`src/rtl/rca_pkg.sv`:
```
// ----------------------------------------------------------------------------
// rca_pkg
// Shared opcodes and defaults for the ring chunk allocator.
// ----------------------------------------------------------------------------
package rca_pkg;

   // default offset width in bits
   localparam int unsigned OFFSET_BITS_DEF = 24;

   // buffer size after reset, truncated to the register width at use
   localparam logic [63:0] BUFFER_BYTES_RESET = 64'd65536;

   // request opcodes
   typedef enum logic [1:0] {
      OP_PLACE  = 2'd0,
      OP_FREE   = 2'd1,
      OP_QUERY  = 2'd2,
      OP_UNUSED = 2'd3
   } opcode_type;

endpackage

```
`src/rtl/rca_req_reg.sv`:
```
// ----------------------------------------------------------------------------
// rca_req_reg
// Input register: captures one request word and holds it until the core
// has moved it on to the response register.
// ----------------------------------------------------------------------------
module rca_req_reg #(
   parameter int unsigned OFFSET_BITS = 24
) (
   input  logic                      clock,
   input  logic                      reset,
   input  logic                      req_valid,
   output logic                      req_ready,
   input  rca_pkg::opcode_type       req_opcode,
   input  logic [OFFSET_BITS:0]      req_chunk_size,
   input  logic [OFFSET_BITS:0]      req_free_end,
   input  logic                      take,
   output logic                      busy,
   output rca_pkg::opcode_type       opcode,
   output logic [OFFSET_BITS:0]      chunk_size,
   output logic [OFFSET_BITS:0]      free_end
);
   import rca_pkg::*;

   logic                 valid_ff, valid_in;
   opcode_type           opcode_ff;
   logic [OFFSET_BITS:0] size_ff;
   logic [OFFSET_BITS:0] fend_ff;

   // free when empty or when the held word leaves this cycle
   assign req_ready = !valid_ff || take;
   assign valid_in  = (req_valid && req_ready) || (valid_ff && !take);

   always_ff @(posedge clock) begin
      if (reset) begin
         valid_ff <= 1'b0;
      end else begin
         valid_ff <= valid_in;
      end
   end

   // payload, no reset
   always_ff @(posedge clock) begin
      if (req_valid && req_ready) begin
         opcode_ff <= req_opcode;
         size_ff   <= req_chunk_size;
         fend_ff   <= req_free_end;
      end
   end

   assign busy       = valid_ff;
   assign opcode     = opcode_ff;
   assign chunk_size = size_ff;
   assign free_end   = fend_ff;

endmodule

```
`src/rtl/rca_core.sv`:
```
// ----------------------------------------------------------------------------
// rca_core
// Allocator state (write offset, read offset, wrap point, buffer size) and
// the fit decision for the word held in the input register.
// ----------------------------------------------------------------------------
module rca_core #(
   parameter int unsigned OFFSET_BITS = 24
) (
   input  logic                      clock,
   input  logic                      reset,
   input  logic                      csr_wr_en,
   input  logic [OFFSET_BITS:0]      csr_wr_data,
   input  logic                      commit,
   input  rca_pkg::opcode_type       opcode,
   input  logic [OFFSET_BITS:0]      chunk_size,
   input  logic [OFFSET_BITS:0]      free_end,
   output logic                      granted,
   output logic [OFFSET_BITS-1:0]    chunk_offset,
   output logic                      wrapped
);
   import rca_pkg::*;

   localparam int unsigned W = OFFSET_BITS + 1;
   localparam logic [W-1:0] BUF_RESET = BUFFER_BYTES_RESET[W-1:0];

   logic [W-1:0] buf_bytes_ff;
   logic [W-1:0] write_ff, write_in;
   logic [W-1:0] read_ff,  read_in;
   logic [W-1:0] wrap_ff,  wrap_in;

   logic         rd_le_wr, fits_end, fits_rd, wraps, ok;
   logic [W:0]   sum_wr, sum_cand;
   logic [W-1:0] cand, where;

   // size register, written whenever the enable is high
   always_ff @(posedge clock) begin
      if (reset) begin
         buf_bytes_ff <= BUF_RESET;
      end else if (csr_wr_en) begin
         buf_bytes_ff <= csr_wr_data;
      end
   end

   // fit check
   always_comb begin
      rd_le_wr = (read_ff <= write_ff);
      sum_wr   = {1'b0, write_ff} + {1'b0, chunk_size};
      fits_end = (sum_wr <= {1'b0, buf_bytes_ff});
      cand     = rd_le_wr ? '0 : write_ff;
      sum_cand = {1'b0, cand} + {1'b0, chunk_size};
      fits_rd  = (sum_cand < {1'b0, read_ff});
      wraps    = rd_le_wr && !fits_end;
      ok       = (rd_le_wr && fits_end) || fits_rd;
      if (rd_le_wr && fits_end) begin
         where = write_ff;
      end else if (fits_rd) begin
         where = cand;
      end else begin
         where = '0;
      end
   end

   // response and next state
   always_comb begin
      granted      = 1'b0;
      chunk_offset = '0;
      wrapped      = 1'b0;
      write_in     = write_ff;
      read_in      = read_ff;
      wrap_in      = wrap_ff;
      unique case (opcode)
         OP_PLACE, OP_QUERY: begin
            if (ok) begin
               granted      = 1'b1;
               chunk_offset = where[OFFSET_BITS-1:0];
               wrapped      = wraps;
               if (opcode == OP_PLACE) begin
                  if (wraps) begin
                     wrap_in  = write_ff;
                     write_in = chunk_size;
                  end else begin
                     write_in = sum_wr[W-1:0];
                  end
               end
            end
         end
         OP_FREE: begin
            granted = 1'b1;
            read_in = (free_end == wrap_ff) ? '0 : free_end;
         end
         default: begin
         end
      endcase
   end

   // state registers, updated as the word moves to the response register
   always_ff @(posedge clock) begin
      if (reset) begin
         write_ff <= '0;
         read_ff  <= '0;
         wrap_ff  <= BUF_RESET;
      end else if (commit) begin
         write_ff <= write_in;
         read_ff  <= read_in;
         wrap_ff  <= wrap_in;
      end
   end

endmodule

```
`src/rtl/rca_rsp_reg.sv`:
```
// ----------------------------------------------------------------------------
// rca_rsp_reg
// Response register: holds one result word until the consumer takes it.
// ----------------------------------------------------------------------------
module rca_rsp_reg #(
   parameter int unsigned OFFSET_BITS = 24
) (
   input  logic                      clock,
   input  logic                      reset,
   input  logic                      load,
   output logic                      space,
   input  logic                      granted,
   input  logic [OFFSET_BITS-1:0]    chunk_offset,
   input  logic                      wrapped,
   output logic                      rsp_valid,
   input  logic                      rsp_ready,
   output logic                      rsp_granted,
   output logic [OFFSET_BITS-1:0]    rsp_chunk_offset,
   output logic                      rsp_wrapped
);
   import rca_pkg::*;

   logic                   valid_ff, valid_in;
   logic                   granted_ff;
   logic [OFFSET_BITS-1:0] offset_ff;
   logic                   wrapped_ff;

   // room when empty or when the held word is taken this cycle
   assign space    = !valid_ff || rsp_ready;
   assign valid_in = load || (valid_ff && !rsp_ready);

   always_ff @(posedge clock) begin
      if (reset) begin
         valid_ff <= 1'b0;
      end else begin
         valid_ff <= valid_in;
      end
   end

   always_ff @(posedge clock) begin
      if (load) begin
         granted_ff <= granted;
         offset_ff  <= chunk_offset;
         wrapped_ff <= wrapped;
      end
   end

   assign rsp_valid        = valid_ff;
   assign rsp_granted      = granted_ff;
   assign rsp_chunk_offset = offset_ff;
   assign rsp_wrapped      = wrapped_ff;

endmodule

```
`src/rtl/ring_chunk_allocator_top.sv`:
```
// ----------------------------------------------------------------------------
// ring_chunk_allocator_top
// Hands out contiguous chunk offsets in a ring buffer; place, query, free.
// ----------------------------------------------------------------------------
//  channel   | handshake             | payload
//  request   | req_valid / req_ready | req_opcode, req_chunk_size, req_free_end
//  response  | rsp_valid / rsp_ready | rsp_granted, rsp_chunk_offset, rsp_wrapped
//  csr       | csr_wr_en (no wait)   | csr_wr_data (buffer size in bytes)
//
//  One request per cycle while req_ready is high; an accepted word is loaded into the
//  input register and moves on to the response register once that register has space.
//  The fit check and the state update sit between those two registers.
//  Synchronous reset clears both stages and sets the wrap point to the size.
//  A stalled response holds the input register, which then holds req_ready low.
// ----------------------------------------------------------------------------
module ring_chunk_allocator_top #(
   parameter int unsigned OFFSET_BITS = rca_pkg::OFFSET_BITS_DEF
) (
   input  logic                      clock,
   input  logic                      reset,
   input  logic                      csr_wr_en,
   input  logic [OFFSET_BITS:0]      csr_wr_data,
   input  logic                      req_valid,
   output logic                      req_ready,
   input  rca_pkg::opcode_type       req_opcode,
   input  logic [OFFSET_BITS:0]      req_chunk_size,
   input  logic [OFFSET_BITS:0]      req_free_end,
   output logic                      rsp_valid,
   input  logic                      rsp_ready,
   output logic                      rsp_granted,
   output logic [OFFSET_BITS-1:0]    rsp_chunk_offset,
   output logic                      rsp_wrapped
);
   import rca_pkg::*;

   logic                   busy, space, advance;
   opcode_type             opcode;
   logic [OFFSET_BITS:0]   chunk_size, free_end;
   logic                   granted, wrapped;
   logic [OFFSET_BITS-1:0] chunk_offset;

   // word moves from input register to response register
   assign advance = busy && space;

   rca_req_reg #(.OFFSET_BITS(OFFSET_BITS)) u_req (
      .clock          (clock),
      .reset          (reset),
      .req_valid      (req_valid),
      .req_ready      (req_ready),
      .req_opcode     (req_opcode),
      .req_chunk_size (req_chunk_size),
      .req_free_end   (req_free_end),
      .take           (advance),
      .busy           (busy),
      .opcode         (opcode),
      .chunk_size     (chunk_size),
      .free_end       (free_end)
   );

   rca_core #(.OFFSET_BITS(OFFSET_BITS)) u_core (
      .clock        (clock),
      .reset        (reset),
      .csr_wr_en    (csr_wr_en),
      .csr_wr_data  (csr_wr_data),
      .commit       (advance),
      .opcode       (opcode),
      .chunk_size   (chunk_size),
      .free_end     (free_end),
      .granted      (granted),
      .chunk_offset (chunk_offset),
      .wrapped      (wrapped)
   );

   rca_rsp_reg #(.OFFSET_BITS(OFFSET_BITS)) u_rsp (
      .clock            (clock),
      .reset            (reset),
      .load             (advance),
      .space            (space),
      .granted          (granted),
      .chunk_offset     (chunk_offset),
      .wrapped          (wrapped),
      .rsp_valid        (rsp_valid),
      .rsp_ready        (rsp_ready),
      .rsp_granted      (rsp_granted),
      .rsp_chunk_offset (rsp_chunk_offset),
      .rsp_wrapped      (rsp_wrapped)
   );

endmodule

```
`config.mk`:
```
export PLATFORM = sky130hd
export DESIGN_NAME = ring_chunk_allocator_top
export DESIGN_NICKNAME = d
export VERILOG_FILES = /design/src/rtl/rca_pkg.sv /design/src/rtl/rca_req_reg.sv /design/src/rtl/rca_core.sv /design/src/rtl/rca_rsp_reg.sv /design/src/rtl/ring_chunk_allocator_top.sv
export SDC_FILE = /design/constraint.sdc
export NUM_CORES = 1
export LEC_CHECK = 0
export BUFFER_PORTS_ARGS = -buffer_cell sky130_fd_sc_hd__buf_2
export CAP_MARGIN = 25
export CORE_MARGIN = 2
export CORE_UTILIZATION = 35
export DETAILED_ROUTE_END_ITERATION = 6
export RECOVER_POWER = 100
export REMOVE_ABC_BUFFERS = 1
export SLEW_MARGIN = 20
export SYNTH_ARGS = -nofsm -noshare
export SYNTH_HDL_FRONTEND = slang
export SYNTH_HIERARCHICAL = 1
export SYNTH_SLANG_ARGS = --single-unit
```
`constraint.sdc`:
```
create_clock -name clock -period 7.4 [get_ports clock]
set_input_delay 0.74 -clock clock [delete_from_list [all_inputs] [get_ports clock]]
set_output_delay 0.74 -clock clock [all_outputs]
set_load 0.02 [all_outputs]
```
==> impl_results.md <==
* Outcome: finished with violations
* Violated checks: max-capacitance violations, max-slew violations
* Antenna viol nets, final at 0
* Total track usage at approximately a fifth
* Met3 Wirelength at around 1.3 mm
* Fin area at about 13000 sq um
* Top-count cell post-synth: nor2_1
* CTS tree: built
* Total die area at 33500 sq um
* CTS Buf Count at 17
* CTS H-tree depth at 4
* Row Count at 65
* Yosys warnings at 6
* Synth unique cells at between 70 and 80
* Mapped Area at 11220 sq um
* Setup Viol. Count Final at 0
* Core area at 31560 sq um
* Top_reg_cell synth: dfxtp_1
* Latest clock arrival within the worst-skew pair at ~0.46 ns
* Register Area at roughly 4400 sq um
* CP top delay family: compound AO/OA/AOI/OAI gates
* Place WS at between 0.2 and 0.25 ns
* Synth async-reset ratio at 0%
* P_sw at roughly 1.1 mW
* Period Utilization, post-route at a little over nine tenths
* Wire length on met2 at between 15 and 20 mm
* Crit start category: register
* Power, Total at ~3.1 mW
* Vias per Instance at about 5.4
* Crit path DAT at 7.26 ns
* Max Clk Rate at 0.1443 GHz
* Share of layout cells above drive strength 1 at between 10% and 20%
* RSZ-0062 raised after global routing: false
* Longest Clk Path Bufs at 2
* Largest net degree at the start of global routing at 58
* Port buffer count at around 110
* Setup TNS at 0 ns
* Routability cong. at ~0.91
* Routed WL at 32.26 mm
* Max Slew Vio Count at 83
* DRC errors left at 0
* CP Class: register to register
* # nets final at 1500
* Max Fanout on Critical Path at 16
* WP data required at ~7.7 ns
* Power per cell area at roughly 240 nW/um^2
* CTS clock-pin slew for the worst setup and hold paths at around 0.080 ns
* Total global routing overflow at 0
* Die width at between 150 and 200 um
* Worst path most repeated cell: ha_1
* WL met1 at ~15 mm
* Syn-to-layout area delta at 16.22%
* Setup ws final at 0.4680 ns
* N_diodes at 0
* Global-route wire length before repair at ~50 mm
* Leakage power at about 5.3 nW
* Footprint of the multi-input gates at roughly 6300 sq um
* Clk_skew at ~0.016 ns
* Clock Power Share at between 30% and 40%
* Hpwl dp at between 20 and 25 mm
* Max Cap Violations at 2
* Crit end category: register
* Routed wire length per instance at 18.85 um
* TritonRoute pass-1 iters at 5
* Post-synth EDFFs at 78
* Vias at around 9200
* Die H at approximately 180 um
* Relative slew slack at -148.0%
* Boundary Pins at 110
* Seq pwr share at roughly 37%
* Top Metal Used: met4
* Root Driver: clkbuf_16
* Register bit total from synthesis at 180
* Share of the synthesized area in the top cell type at 20.88%
* Fin crit period at between 6 and 7 ns
* Starting Density at 35.55%
* Dominant cells by area after synthesis: edfxtp_1 21%, dfxtp_1 18%, ha_1 13%
* Synthesized area per cell at 9.629 sq um
* Synth Instances at about 1200
* Final hold vios at 0
* Worst hold path type: input port to register
* Sink count of the clock tree at 180
* Leading area contributor after synthesis: edfxtp_1
* Hold WS at ~0.45 ns
* CTS Hold Bufs at 0
* Least-Margin Pin Slew at 3.720 ns
* CP bufs+invs at 3
* Area after DPL at between 10000 and 15000 sq um
* Slowest-stage cell, CP: maj3_1
* VDD IR max at 0.0001822 V
* Initial antenna violation count at 0
* Post-synth top cells: 126 x nor2_1, 119 x ha_1, 102 x dfxtp_1
* Initial DRC count at 614
* Switch share at around 37%
* Comb pwr share at 32.5%
* Fillcell total at 3182
* Post-synthesis sequential area ratio at about two fifths
* Worst path max stage delay at between 0.3 and 0.4 ns
* Internal Power at around 2.0 mW
* Vias in the first global route at between 8000 and 9000
[registers in the layout (all words and copies together), names as in the netlist]
signal and count:
u_core/buf_bytes_ff 25, u_rsp/rsp_granted 1, u_req/chunk_size 25, u_req/opcode 2, u_core/write_ff 25, u_req/busy 1, u_core/wrap_ff 25, u_rsp/rsp_wrapped 1
u_rsp/rsp_chunk_offset 24, u_rsp/rsp_valid 1, u_req/free_end 25, u_core/read_ff 25
[power groups by stage]
stage                     clock [mW]  sequential [mW]  combinational, mW
after floorplan                    0             1.16              0.614
after global placement             0             1.17              0.966
after detailed placement           0             1.17              0.980
after CTS                      0.974             1.15              0.987
after global routing            1.01             1.15               1.12
final                          0.950             1.15               1.01
[layout make-up]
type	count	share of cell area, %
tap	402	3.858
clock inverter	15	1.392
multi-input combinational	845	48.25
timing repair buffer	157	6.795
inverter	96	2.764
clock buffer	17	3.263
sequential	180	33.68
[final timing paths]
kind / from / end / slack [ns] / cells past startpoint
max: u_core/write_ff[10]$_SDFFE_PP0P_ / u_rsp/rsp_chunk_offset[10]$_DFFE_PP_ / 0.47 / 29
min: req_free_end[8] / u_req/free_end[8]$_DFFE_PP_ / 0.45 / 1
max reg2reg: u_core/write_ff[10]$_SDFFE_PP0P_ / u_rsp/rsp_chunk_offset[10]$_DFFE_PP_ / 0.47 / 29
min reg2reg: u_core/buf_bytes_ff[16]$_SDFFE_PP1P_ / u_core/buf_bytes_ff[16]$_SDFFE_PP1P_ / 0.49 / 2
[worst reg2reg max path, delay by kind of cell (launching register included)]
kind	cells	cell delay (ns)
AO/OA/AOI/OAI	14	3.39
adder cells (fa/ha/maj)	4	1.29
XOR/XNOR	1	0.18
buffers and inverters	3	0.57
AND/OR/NAND/NOR	7	1.00
flip-flops	1	0.38
[cell families after synthesis]
logic type,Yosys count,share of synthesized area (%)
DFF,180,39.08
adders and majority gates,123,13.81
buffers and inverters,140,5.264
xor gates and xnor gates,70,5.465
and+or+nand+nor,306,13.23
muxes,53,4.729
AOI/OAI and AO/OA,293,18.43
[timing repair]
action                                  4_1_cts  5_1_grt
endpoints found under the setup margin        0       69
buffers inserted                              0        1
gates resized for setup                       0       19
hold endpoints to repair                      0        0
[through the flow]
step                instances  util (%)
global placement         1678     39.35
global route             1712     41.32
detailed placement       1678     39.35
finish                   1712     41.32
floorplan                1121         -
CTS                      1710     41.27
[placed cells by master (no fill, tap or decap), types with 20 or more instances in the layout]
cell and n:
a22oi_1 26, nand2_1 37, xnor2_1 56, a21oi_1 58
edfxtp_1 78, mux2i_1 53, ha_1 118, dfxtp_1 99
o21ai_0 32, nor3_1 40, a21o_1 29, inv_1 96
a211oi_1 51, buf_4 39, buf_2 78, clkbuf_1 34
nor2_1 126, and3_1 23, nand3_1 20
[metal layers]
| metal | vias to the layer above | global-route usage, % |
|---|---|---|
| li1 | 4530 | - |
| met3 | 46 | 2.562 |
| met5 | - | 0 |
| met4 | 0 | 6.208 |
| met2 | 233 | 32.89 |
| met1 | 4399 | 25.90 |
Power figures use the tool's default switching activity.
